===== src/sv/frs_pkg.sv =====
// Shared types and constants for the forward route select unit.
package frs_pkg;

	localparam int unsigned SECONDS_PER_DAY = 86400;
	localparam logic [32:0] DELAY_TOLERANCE = 33'd300;
	localparam logic [15:0] HOPS_START      = 16'd1000;
	localparam logic [15:0] MIN_MAILS       = 16'd2;

	// One neighbor entry as it sits in the input register.
	typedef struct packed {
		logic [31:0] now_time;
		logic        entry_present;
		logic        is_partner;
		logic [15:0] mail_count;
		logic [31:0] last_update;
		logic [31:0] path_delay;
		logic [15:0] hop_count;
	} entry_t;

	// Running selection state of the current record.
	typedef struct packed {
		logic [31:0] age_cutoff;
		logic [32:0] delay_limit;
		logic [15:0] best_hops;
		logic [31:0] best_update;
		logic [2:0]  chosen_slot;
		logic        have_choice;
	} sel_state_t;

	// Slot information handed from the counter to the judge.
	typedef struct packed {
		logic       start;
		logic       in_range;
		logic [2:0] slot;
	} slot_info_t;

endpackage


===== src/sv/frs_judge.sv =====
// Judges one neighbor entry against the running best and forms the next selection state.
module frs_judge (
	input  frs_pkg::entry_t     entry,
	input  frs_pkg::slot_info_t slot_info,
	input  frs_pkg::sel_state_t cur,
	input  logic [32:0]         age_span,
	output frs_pkg::sel_state_t nxt
);

	frs_pkg::sel_state_t base;
	logic                qualify;

	// At record start the state is seeded from this entry's now_time.
	always_comb begin
		base = cur;
		if (slot_info.start) begin
			if (age_span >= {1'b0, entry.now_time}) begin
				base.age_cutoff = 32'd0;
			end else begin
				base.age_cutoff = entry.now_time - age_span[31:0];
			end
			base.delay_limit = {1'b0, entry.now_time};
			base.best_hops   = frs_pkg::HOPS_START;
			base.best_update = 32'd0;
			base.chosen_slot = 3'd0;
			base.have_choice = 1'b0;
		end
	end

	always_comb begin
		qualify = slot_info.in_range
			&& entry.entry_present
			&& entry.is_partner
			&& (entry.mail_count > frs_pkg::MIN_MAILS)
			&& (entry.last_update > base.age_cutoff)
			&& ({1'b0, entry.path_delay} < base.delay_limit)
			&& ((entry.hop_count < base.best_hops)
				|| ((entry.hop_count == base.best_hops)
					&& (entry.last_update > base.best_update)));
	end

	always_comb begin
		nxt = base;
		if (qualify) begin
			nxt.best_update = entry.last_update;
			nxt.delay_limit = {1'b0, entry.path_delay} + frs_pkg::DELAY_TOLERANCE;
			nxt.best_hops   = entry.hop_count;
			nxt.chosen_slot = slot_info.slot;
			nxt.have_choice = 1'b1;
		end
	end

endmodule


===== src/sv/forward_route_select_unit.sv =====
// Top level of the forward route select unit: input register, selection state, result register.
//
// Neighbor entries of a routing record stream in one per transfer, last_entry closing the
// record; one result (found, best_index) comes out for each record, in the cycle after the
// closing entry is judged. An entry is held in the input register and entries are
// taken back to back, one per cycle; the input side stalls only when a closing entry meets a
// result still held by a stalled output. The age window is multiplied out into seconds when
// max_age_days is written, so the per-entry path is one subtract, one add and compares. Entries
// beyond MAX_NEIGHBORS in a record are ignored, but their last_entry still closes the record.
module forward_route_select_unit #(
	parameter int unsigned MAX_NEIGHBORS = 8
) (
	input  logic        clk,
	input  logic        arst_n,
	input  logic        cfg_we,
	input  logic [15:0] cfg_wdata,
	input  logic        in_valid,
	output logic        in_stall,
	input  logic [31:0] now_time,
	input  logic        entry_present,
	input  logic        is_partner,
	input  logic [15:0] mail_count,
	input  logic [31:0] last_update,
	input  logic [31:0] path_delay,
	input  logic [15:0] hop_count,
	input  logic        last_entry,
	output logic        out_valid,
	input  logic        out_stall,
	output logic        found,
	output logic [2:0]  best_index
);

	localparam int unsigned CW = $clog2(MAX_NEIGHBORS + 1);
	localparam logic [CW-1:0] SLOT_MAX = CW'(MAX_NEIGHBORS);

	logic [32:0]          age_span_q;
	logic [CW-1:0]        slot_cnt_q;
	frs_pkg::sel_state_t  state_q;
	frs_pkg::sel_state_t  state_nxt;
	frs_pkg::slot_info_t  slot_info;
	logic [CW+2:0]        slot_ext;

	logic                 valid_s1;
	frs_pkg::entry_t      entry_s1;
	logic                 last_s1;

	logic                 out_valid_q;
	logic                 found_q;
	logic [2:0]           best_index_q;

	logic                 proc;

	// Age window in seconds, formed at the register write.
	always_ff @(posedge clk or negedge arst_n) begin
		if (!arst_n) begin
			age_span_q <= 33'd0;
		end else if (cfg_we) begin
			age_span_q <= 33'({17'd0, cfg_wdata} * 33'(frs_pkg::SECONDS_PER_DAY));
		end
	end

	// A closing entry needs the result register free or draining.
	assign proc     = valid_s1 && (!last_s1 || !out_valid_q || !out_stall);
	assign in_stall = valid_s1 && !proc;

	always_ff @(posedge clk or negedge arst_n) begin
		if (!arst_n) begin
			valid_s1 <= 1'b0;
		end else if (!in_stall) begin
			valid_s1 <= in_valid;
		end
	end

	always_ff @(posedge clk) begin
		if (!in_stall && in_valid) begin
			entry_s1.now_time      <= now_time;
			entry_s1.entry_present <= entry_present;
			entry_s1.is_partner    <= is_partner;
			entry_s1.mail_count    <= mail_count;
			entry_s1.last_update   <= last_update;
			entry_s1.path_delay    <= path_delay;
			entry_s1.hop_count     <= hop_count;
			last_s1                <= last_entry;
		end
	end

	assign slot_ext           = {3'd0, slot_cnt_q};
	assign slot_info.start    = (slot_cnt_q == '0);
	assign slot_info.in_range = (slot_cnt_q < SLOT_MAX);
	assign slot_info.slot     = slot_ext[2:0];

	frs_judge u_judge (
		.entry     (entry_s1),
		.slot_info (slot_info),
		.cur       (state_q),
		.age_span  (age_span_q),
		.nxt       (state_nxt)
	);

	always_ff @(posedge clk or negedge arst_n) begin
		if (!arst_n) begin
			slot_cnt_q <= '0;
			state_q    <= '0;
		end else if (proc) begin
			state_q <= state_nxt;
			if (last_s1) begin
				slot_cnt_q <= '0;
			end else if (slot_info.in_range) begin
				slot_cnt_q <= slot_cnt_q + 1'b1;
			end
		end
	end

	always_ff @(posedge clk or negedge arst_n) begin
		if (!arst_n) begin
			out_valid_q <= 1'b0;
		end else if (proc && last_s1) begin
			out_valid_q <= 1'b1;
		end else if (!out_stall) begin
			out_valid_q <= 1'b0;
		end
	end

	always_ff @(posedge clk) begin
		if (proc && last_s1) begin
			found_q      <= state_nxt.have_choice;
			best_index_q <= state_nxt.have_choice ? state_nxt.chosen_slot : 3'd0;
		end
	end

	assign out_valid  = out_valid_q;
	assign found      = found_q;
	assign best_index = best_index_q;

	a_close_gives_result : assert property (@(posedge clk) disable iff (!arst_n)
		proc && last_s1 |=> out_valid_q)
		else $error("closing entry produced no result");

	a_not_found_index : assert property (@(posedge clk) disable iff (!arst_n)
		out_valid_q && !found_q |-> best_index_q == 3'd0)
		else $error("best_index nonzero on not-found result");

	a_slot_bound : assert property (@(posedge clk) disable iff (!arst_n)
		slot_cnt_q <= SLOT_MAX)
		else $error("slot counter beyond neighbor count");

	a_close_resets_slot : assert property (@(posedge clk) disable iff (!arst_n)
		proc && last_s1 |=> slot_cnt_q == '0)
		else $error("slot counter not cleared after record close");

endmodule

===== config.mk =====
export PLATFORM = sky130hd
export DESIGN_NAME = forward_route_select_unit
export DESIGN_NICKNAME = d
export VERILOG_FILES = /design/src/sv/frs_pkg.sv /design/src/sv/frs_judge.sv /design/src/sv/forward_route_select_unit.sv
export SDC_FILE = /design/constraint.sdc
export NUM_CORES = 1
export LEC_CHECK = 0
export ABC_AREA = 0
export BUFFER_PORTS_ARGS = -buffer_cell sky130_fd_sc_hd__buf_4
export CORE_ASPECT_RATIO = 0.6
export CORE_MARGIN = 4
export CORE_UTILIZATION = 55
export DETAILED_ROUTE_END_ITERATION = 6
export PLACE_DENSITY = 0.85
export SLEW_MARGIN = 30
export SYNTH_ARGS = -nofsm -noshare
export SYNTH_HDL_FRONTEND = slang
export SYNTH_HIERARCHICAL = 1
export SYNTH_SLANG_ARGS = --single-unit

===== constraint.sdc =====
create_clock -name clk -period 4.8 [get_ports clk]
set_clock_uncertainty 0.1 [all_clocks]
set_input_delay 0.24 -clock clk [delete_from_list [all_inputs] [get_ports clk]]
set_output_delay 0.24 -clock clk [all_outputs]
set_load 0.02 [all_outputs]

==> results.yml, run 1 <==
critical_path:
  cp_cell_sequence: "inv_2 -> ha_4 -> nor2b_4 -> o211ai_1 -> a31oi_2 -> buf_4 -> or3_1 -> a21o_1 -> a21oi_1 -> xnor2_1 -> a22oi_1 -> ha_1 -> nand4_1 -> nor3_2 -> buf_4 -> buf_4 -> a31oi_1 -> o21ai_1 -> a311oi_2 -> o221ai_4 -> buf_12 -> mux2_4 -> and2_1"
  critPathSlowestCell: "sky130_fd_sc_hd__ha_1"
  end_kind: "flop"
  timing.reg2reg.worst_path_depth: 23
  timing.rr.start: "entry_s1[99]$_DFFE_PP_"
  r2r_endpoint: "best_index[2]$_SDFFCE_PN0P_"
  critPathArrivalTime_ps: 5530
  kind_of_launch_point_of_the_worst_setup_path: "flop"
  regToRegSetupSlack_ps: -490
  cp_common_cell: "sky130_fd_sc_hd__buf_4"
  critical_path.startpoint: "entry_s1[99]$_DFFE_PP_"
  timing.critical_path.required_ps: 5030
  critical_path.top_delay_family: "compound AO/OA/AOI/OAI gates"
  crit_buf_inv: 5
  max_stage_delay_ps: 400
  timing.critical_path.fanout_max: 6
  setup.worst_path.class: "flop to flop"
place:
  numPlacedInstances: 2856
  place_congestion: 0.936
  dp.final_hpwl_um: 41300
  dpl_cell_area_um2: 23100
  place.port_buffers: 157
worst_hold_path:
  whs_endpoint: "age_span_q[8]$_DFFE_PN0P_"
  timing.hold.worst.class: "input port to flop"
  worstHoldStart: "cfg_wdata[1]"
  whs_path_depth: 3
logic_synthesis:
  seq_area_frac_synth: 0.385
  netlist.top_cell.by_area: "sky130_fd_sc_hd__edfxtp_1"
  synth.ff_latch_count: 284
  synth_top_area_frac: 0.200
  netlist_area_um2: 20200
  post_synth_most_frequent_cells: "451 x sky130_fd_sc_hd__nand2_1, 264 x sky130_fd_sc_hd__ha_1, 235 x sky130_fd_sc_hd__inv_1"
  synth-edff-count: 135
  post-synth-top-count-cell: "sky130_fd_sc_hd__nand2_1"
  postSynth.asyncResetShare: 0.525
  netlist_instances: 2105
  most_instantiated_flip_flop_cell_in_the_synthesis_netlist: "sky130_fd_sc_hd__dfrtp_1"
  yosys_warnings: 6
  syn_avg_cell_area_um2: 9.61
  synth.top_cells.by_area: "sky130_fd_sc_hd__edfxtp_1 20%, sky130_fd_sc_hd__dfrtp_1 18%, sky130_fd_sc_hd__ha_1 16%"
  netlist-cell-type-count: 83
sta:
  timing_worst_slew_pin_value_ps: 928
  finalSetupViolations: 89
  layout_worst_path_cycle_share: 1.10
  timing.final.max_slew_violations: 0
  relSlewSlack: 0.382
  timing_limited_maximum_frequency_mhz: 189
  fin_crit_ps: 5290
  rsz0062_at_grt: "true"
  finalWorstSetupSlack_ps: -494
  final_hold_viol_count: 0
route:
  drt.antenna.violating_nets: 0
  dr_vias: 17635
  vias_per_cell: 5.74
  detailedRoute.firstIterationViolations: 1793
  route.detailed.wl_per_inst_um: 19.9
  route.final.wire_length_um: 61100
  route.detailed.drc: 0
  drt_pre_antenna_iters: 5
clocking:
  clkLatencyLatePin_ps: 580
  clockBufferDepth: 3
  ctsRootBufferMaster: "sky130_fd_sc_hd__clkbuf_16"
  cts_buffers: 29
  path_clk_slew_ps: 70
  cts_htree_levels: 1
  tritoncts: "yes"
  numClockSinks: 284
floorplanning:
  die_area_um2: 40000
  start_util: 0.558
  design.core.area_um2: 36300
  io_pins: 158
  die_height_um: 157
  overall_die_width_um: 256
  num_rows: 54
final_layout:
  layout-area-overhead-vs-synth_pct: 30.0
  nets: 3021
  final_instance_count_excl_fillers: 3074
  number_of_inserted_diodes: 0
  post-route-cell-area_um2: 26300
  drive_above_1_share: 0.203
pwr:
  p_per_area_nw_per_um2: 498
  vdd_ir_drop_max_mv: 0.331
  power.leakage_nw: 13.4
grt:
  maximum_number_of_pins_on_one_net_before_global_route_repair: 92
  via_count_of_the_first_global_routing_pass: 17946
  grt_resource_usage_total: 0.295
  overflow: 0
  antenna_found_initial: 1
  grt_first_pass_wirelength_um: 95000
outcome:
  status: "complete, but fails checks"
  violations: "negative setup slack"
run:
  maxCapViolCount: 0
==> flip-flops by register name, summed over array words and instances, names as in the netlist <==
name	count
age_span_q	26
found	1
slot_cnt_q	4
state_q	117
last_s1	1
entry_s1	130
best_index	3
valid_s1	1
out_valid	1
==> how the worst max path moves through the flow <==
stage	end	slack [ps]	depth (start not counted)
global route	best_index[1]$_SDFFCE_PN0P_	-600	25
CTS	state_q[81]$_DFFE_PN0P_	-450	24
floorplan	best_index[2]$_SDFFCE_PN0P_	0.7	22
finish	best_index[2]$_SDFFCE_PN0P_	-490	23
detailed placement	state_q[57]$_DFFE_PN0P_	-660	24
global placement	state_q[59]$_DFFE_PN0P_	-630	23
==> cell type report <==
class / count / area, um2
multi-input combinational: 1526 / 11700
fill: 2369 / 9980
clock buffer: 37 / 766
timing repair buffer: 498 / 4320
inverter: 236 / 886
sequential: 284 / 7780
tap: 476 / 596
clock inverter: 17 / 223
==> layout by cell type (no fill, tap or decap), types with 9 or more instances in the layout <==
cell type,Yosys,routed
sky130_fd_sc_hd__nand2_1,451,447
sky130_fd_sc_hd__buf_4,1,339
sky130_fd_sc_hd__ha_1,264,247
sky130_fd_sc_hd__inv_1,235,230
sky130_fd_sc_hd__dfrtp_1,149,149
sky130_fd_sc_hd__dlygate4sd3_1,0,136
sky130_fd_sc_hd__edfxtp_1,135,135
sky130_fd_sc_hd__mux2i_1,112,109
sky130_fd_sc_hd__a21oi_1,98,92
sky130_fd_sc_hd__nor2_1,56,53
sky130_fd_sc_hd__a21o_1,49,49
sky130_fd_sc_hd__xnor2_1,47,43
sky130_fd_sc_hd__o21ai_0,40,33
sky130_fd_sc_hd__clkbuf_16,0,32
sky130_fd_sc_hd__nand4_1,30,30
sky130_fd_sc_hd__fa_1,30,30
sky130_fd_sc_hd__xor2_1,27,26
sky130_fd_sc_hd__nand3_1,27,25
sky130_fd_sc_hd__a22oi_1,24,22
sky130_fd_sc_hd__mux2_2,17,17
sky130_fd_sc_hd__nor2b_1,17,16
sky130_fd_sc_hd__and3_1,14,14
sky130_fd_sc_hd__conb_1,1,14
sky130_fd_sc_hd__o21bai_1,14,13
sky130_fd_sc_hd__nor3_1,14,12
sky130_fd_sc_hd__o21a_1,13,12
sky130_fd_sc_hd__a31oi_1,13,11
sky130_fd_sc_hd__o211ai_1,10,10
sky130_fd_sc_hd__ha_4,0,10
sky130_fd_sc_hd__a21oi_2,3,9
sky130_fd_sc_hd__o21ai_1,5,9
sky130_fd_sc_hd__buf_6,8,9
sky130_fd_sc_hd__buf_12,0,9
sky130_fd_sc_hd__a22o_1,9,9
==> through the flow <==
stage                     TNS, ps  power [mW]  setup WS [ps]  hold WS, ps   util
after floorplan                 0        7.58          0.710         -156      -
after global placement     -48000        9.60           -634          156  0.637
after detailed placement   -50570        9.91           -661          161  0.638
after CTS                  -32730        12.6           -450         19.5  0.714
after global routing       -46110        13.9           -602         18.2  0.725
final                      -36470        13.1           -494         36.9  0.725
==> power by group <==
part	switching [mW]	leakage, nW	total [mW]	internal (mW)
logic	4.02	9.64	7.29	3.27
clock network	1.03	0.476	2.43	1.40
registers	0.332	3.23	3.39	3.06
==> worst min-delay path, cell delays in order <==
cell and delay (ps):
sky130_fd_sc_hd__buf_4 130, sky130_fd_sc_hd__ha_1 160, sky130_fd_sc_hd__mux2_2 150
==> cells by family (layout without fill, tap and decap cells) <==
family / after synthesis / after routing / synth area share
simple gates: 664 / 664 / 0.143
compound gates: 345 / 345 / 0.118
buf+inv: 308 / 788 / 0.0613
fa+ha+maj: 294 / 294 / 0.193
flops: 284 / 284 / 0.385
mux: 135 / 135 / 0.0684
xor+xnor: 74 / 74 / 0.0320
other cells: 1 / 14 / 0.000185
==> layer usage <==
metal	part of all wire	wire length, um	global-route usage	vias to the layer above
met4	0.025	1540	0.0715	4
met3	0.090	5500	0.0603	127
met1	0.43	26300	0.409	8535
li1	-	-	-	8194
met2	0.45	27600	0.485	775
met5	0.0016	95	0	-
==> repair_timing <==
action                                  in CTS  in global routing
endpoints found under the hold margin      191                  0
gates cloned                                 2                  3
pin swaps                                   12                 32
setup buffers                               11                 12
gates resized for setup                     50                 53
hold buffers                               136                  0
endpoints found under the setup margin      89                 90
No activity file was read; power rests on OpenSTA's default activity.
==> run 2, diff against run 1 <==
Settings changed: PLACE_DENSITY 0.85 to 0.82.
Clock period 4.8 ns to 5.55 ns, I/O delays scaled along.
==> results.yml, run 2 (synthesis results as in run 1) <==
outcome:
  status: "complete, but fails checks"
  violations: "negative setup slack"
clocking:
  clkLatencyLatePin_ps: 590
  ctsRootBufferMaster: "sky130_fd_sc_hd__clkbuf_16"
  numClockSinks: 284
  clockBufferDepth: 3
  cts_buffers: 29
  tritoncts: "yes"
  cts_htree_levels: 1
  path_clk_slew_ps: 80
floorplanning:
  io_pins: 158
  overall_die_width_um: 256
  design.core.area_um2: 36300
  start_util: 0.558
  num_rows: 54
  die_area_um2: 40000
  die_height_um: 157
pwr:
  power.leakage_nw: 12.7
  power.switching_mw: 4.41
  intPower_mw: 6.22
  p_per_area_nw_per_um2: 419
  power_frac_comb: 0.522
  finalPower_mw: 10.6
  power_frac_clock: 0.200
  swShare: 0.415
  power.sequential.fraction: 0.278
  vdd_ir_drop_max_mv: 0.285
sta:
  rsz0062_at_grt: "true"
  timing.final.max_slew_violations: 0
  tns_ps: -2270
  finalWorstSetupSlack_ps: -120
  finalSetupViolations: 57
  worst_case_hold_slack_ps: 13.2
  timing_limited_maximum_frequency_mhz: 176
  timing_worst_slew_pin_value_ps: 908
  final_hold_viol_count: 0
  layout_worst_path_cycle_share: 1.02
  fin_crit_ps: 5670
  relSlewSlack: 0.395
final_layout:
  drive_above_1_share: 0.167
  layout.cells.most_common: "sky130_fd_sc_hd__nand2_1"
  post-route-cell-area_um2: 25400
  mostFrequentLayoutCells: "448 x sky130_fd_sc_hd__nand2_1, 240 x sky130_fd_sc_hd__ha_1, 230 x sky130_fd_sc_hd__inv_1"
  final_core_area_utilization: 0.700
  registers_with_the_most_flip_flops: "entry_s1: 130 flops, state_q: 117 flops, age_span_q: 26 flops"
  max_flop_register: "entry_s1"
  largest_register_ffs: 130
  final_instance_count_excl_fillers: 2955
  layout-area-overhead-vs-synth_pct: 25.6
  nets: 2901
place:
  place_congestion: 0.965
  numPlacedInstances: 2732
  place.port_buffers: 157
  dpl_cell_area_um2: 22200
  pre_cts_setup_slack_ps: -313
  dp.final_hpwl_um: 38700
grt:
  overflow: 0
  maximum_number_of_pins_on_one_net_before_global_route_repair: 100
  grt_first_pass_wirelength_um: 87600
  via_count_of_the_first_global_routing_pass: 16427
  antenna_found_initial: 1
  grt_resource_usage_total: 0.270
route:
  drt_pre_antenna_iters: 6
  route.detailed.drc: 0
  detailedRoute.firstIterationViolations: 1842
  met2_wirelength_um: 25700
  wl_met1_um: 25900
  vias_per_cell: 5.75
  route.final.wire_length_um: 57400
  wl_met3_um: 4430
  maxUsedRoutingLayer: "met4"
  dr_vias: 16992
  drt.antenna.violating_nets: 0
  route.detailed.wl_per_inst_um: 19.4
critical_path:
  max_stage_delay_ps: 510
  critPathArrivalTime_ps: 6080
  timing.critical_path.fanout_max: 5
  end_kind: "flop"
  kind_of_launch_point_of_the_worst_setup_path: "flop"
  timing.critical_path.required_ps: 5960
  timing.reg2reg.worst_path_depth: 25
  cp_common_cell: "sky130_fd_sc_hd__buf_4"
  critPathSlowestCell: "sky130_fd_sc_hd__a2111o_1"
  setup.worst_path.class: "flop to flop"
worst_hold_path:
  timing.hold.worst.class: "input port to asynchronous set/reset pin"
run:
  maxCapViolCount: 0
==> run 2: changes by cell type in the layout (fill, tap and decap cells not counted), moves of 6 or more <==
cell,previous run,this run
sky130_fd_sc_hd__mux2i_1,109,102
sky130_fd_sc_hd__mux2i_2,3,9
sky130_fd_sc_hd__buf_4,339,220
sky130_fd_sc_hd__ha_2,7,13
sky130_fd_sc_hd__ha_1,247,240
==> run 2: worst max-delay path, delay by kind of cell, from the launching register on <==
family	cells	cell delay, ps
AND/OR/NAND/NOR	6	1110
multiplexers	1	150
buffers and inverters	5	770
adder cells (fa/ha/maj)	2	530
AO/OA/AOI/OAI	11	2500
flip-flops	1	420
==> run 2: worst paths after layout <==
kind | start | to | slack, ps
min | arst_n | state_q[61]$_DFFE_PN0P_ | 10
max reg2reg | entry_s1[104]$_DFFE_PP_ | state_q[45]$_DFFE_PN0P_ | -120
min reg2reg | state_q[3]$_DFFE_PN0P_ | state_q[3]$_DFFE_PN0P_ | 370
min in group clk | cfg_wdata[1] | age_span_q[8]$_DFFE_PN0P_ | 50
max | entry_s1[104]$_DFFE_PP_ | state_q[45]$_DFFE_PN0P_ | -120
max in group asynchronous | arst_n | state_q[81]$_DFFE_PN0P_ | 3880
==> run 2: final cells by class <==
type                            instances  area, um2
Multi-Input combinational cell       1527      11700
Timing Repair Buffer                  377       3390
Tap cell                              476        596
Fill cell                            2512      10900
Antenna cell                            1       2.50
Inverter                              236        886
Clock inverter                         20        230
Clock buffer                           34        786
Sequential cell                       284       7780
==> run 2: what timing repair did <==
item / in CTS / in global routing
gates cloned: 0 / 6
setup endpoints to repair: 89 / 89
hold endpoints to repair: 232 / 0
pin swaps: 3 / 46
setup buffers: 2 / 24
gates resized for setup: 7 / 106
hold buffers: 136 / 0
==> run 2: power by group through the flow <==
stage,clock (mW),combinational [mW],sequential [mW]
3_3_place_gp,0,4.80,2.96
2_1_floorplan,0,3.66,2.89
3_5_place_dp,0,4.98,2.98
5_1_grt,2.25,6.06,3.01
6_report,2.12,5.55,2.96
4_1_cts,2.16,5.12,2.94
==> run 2: per-layer routing <==
metal | vias to the layer above | track usage
li1 | 7945 | -
met1 | 8218 | 0.390
met2 | 708 | 0.428
met3 | 121 | 0.0475
met4 | 0 | 0.0642
met5 | - | 0
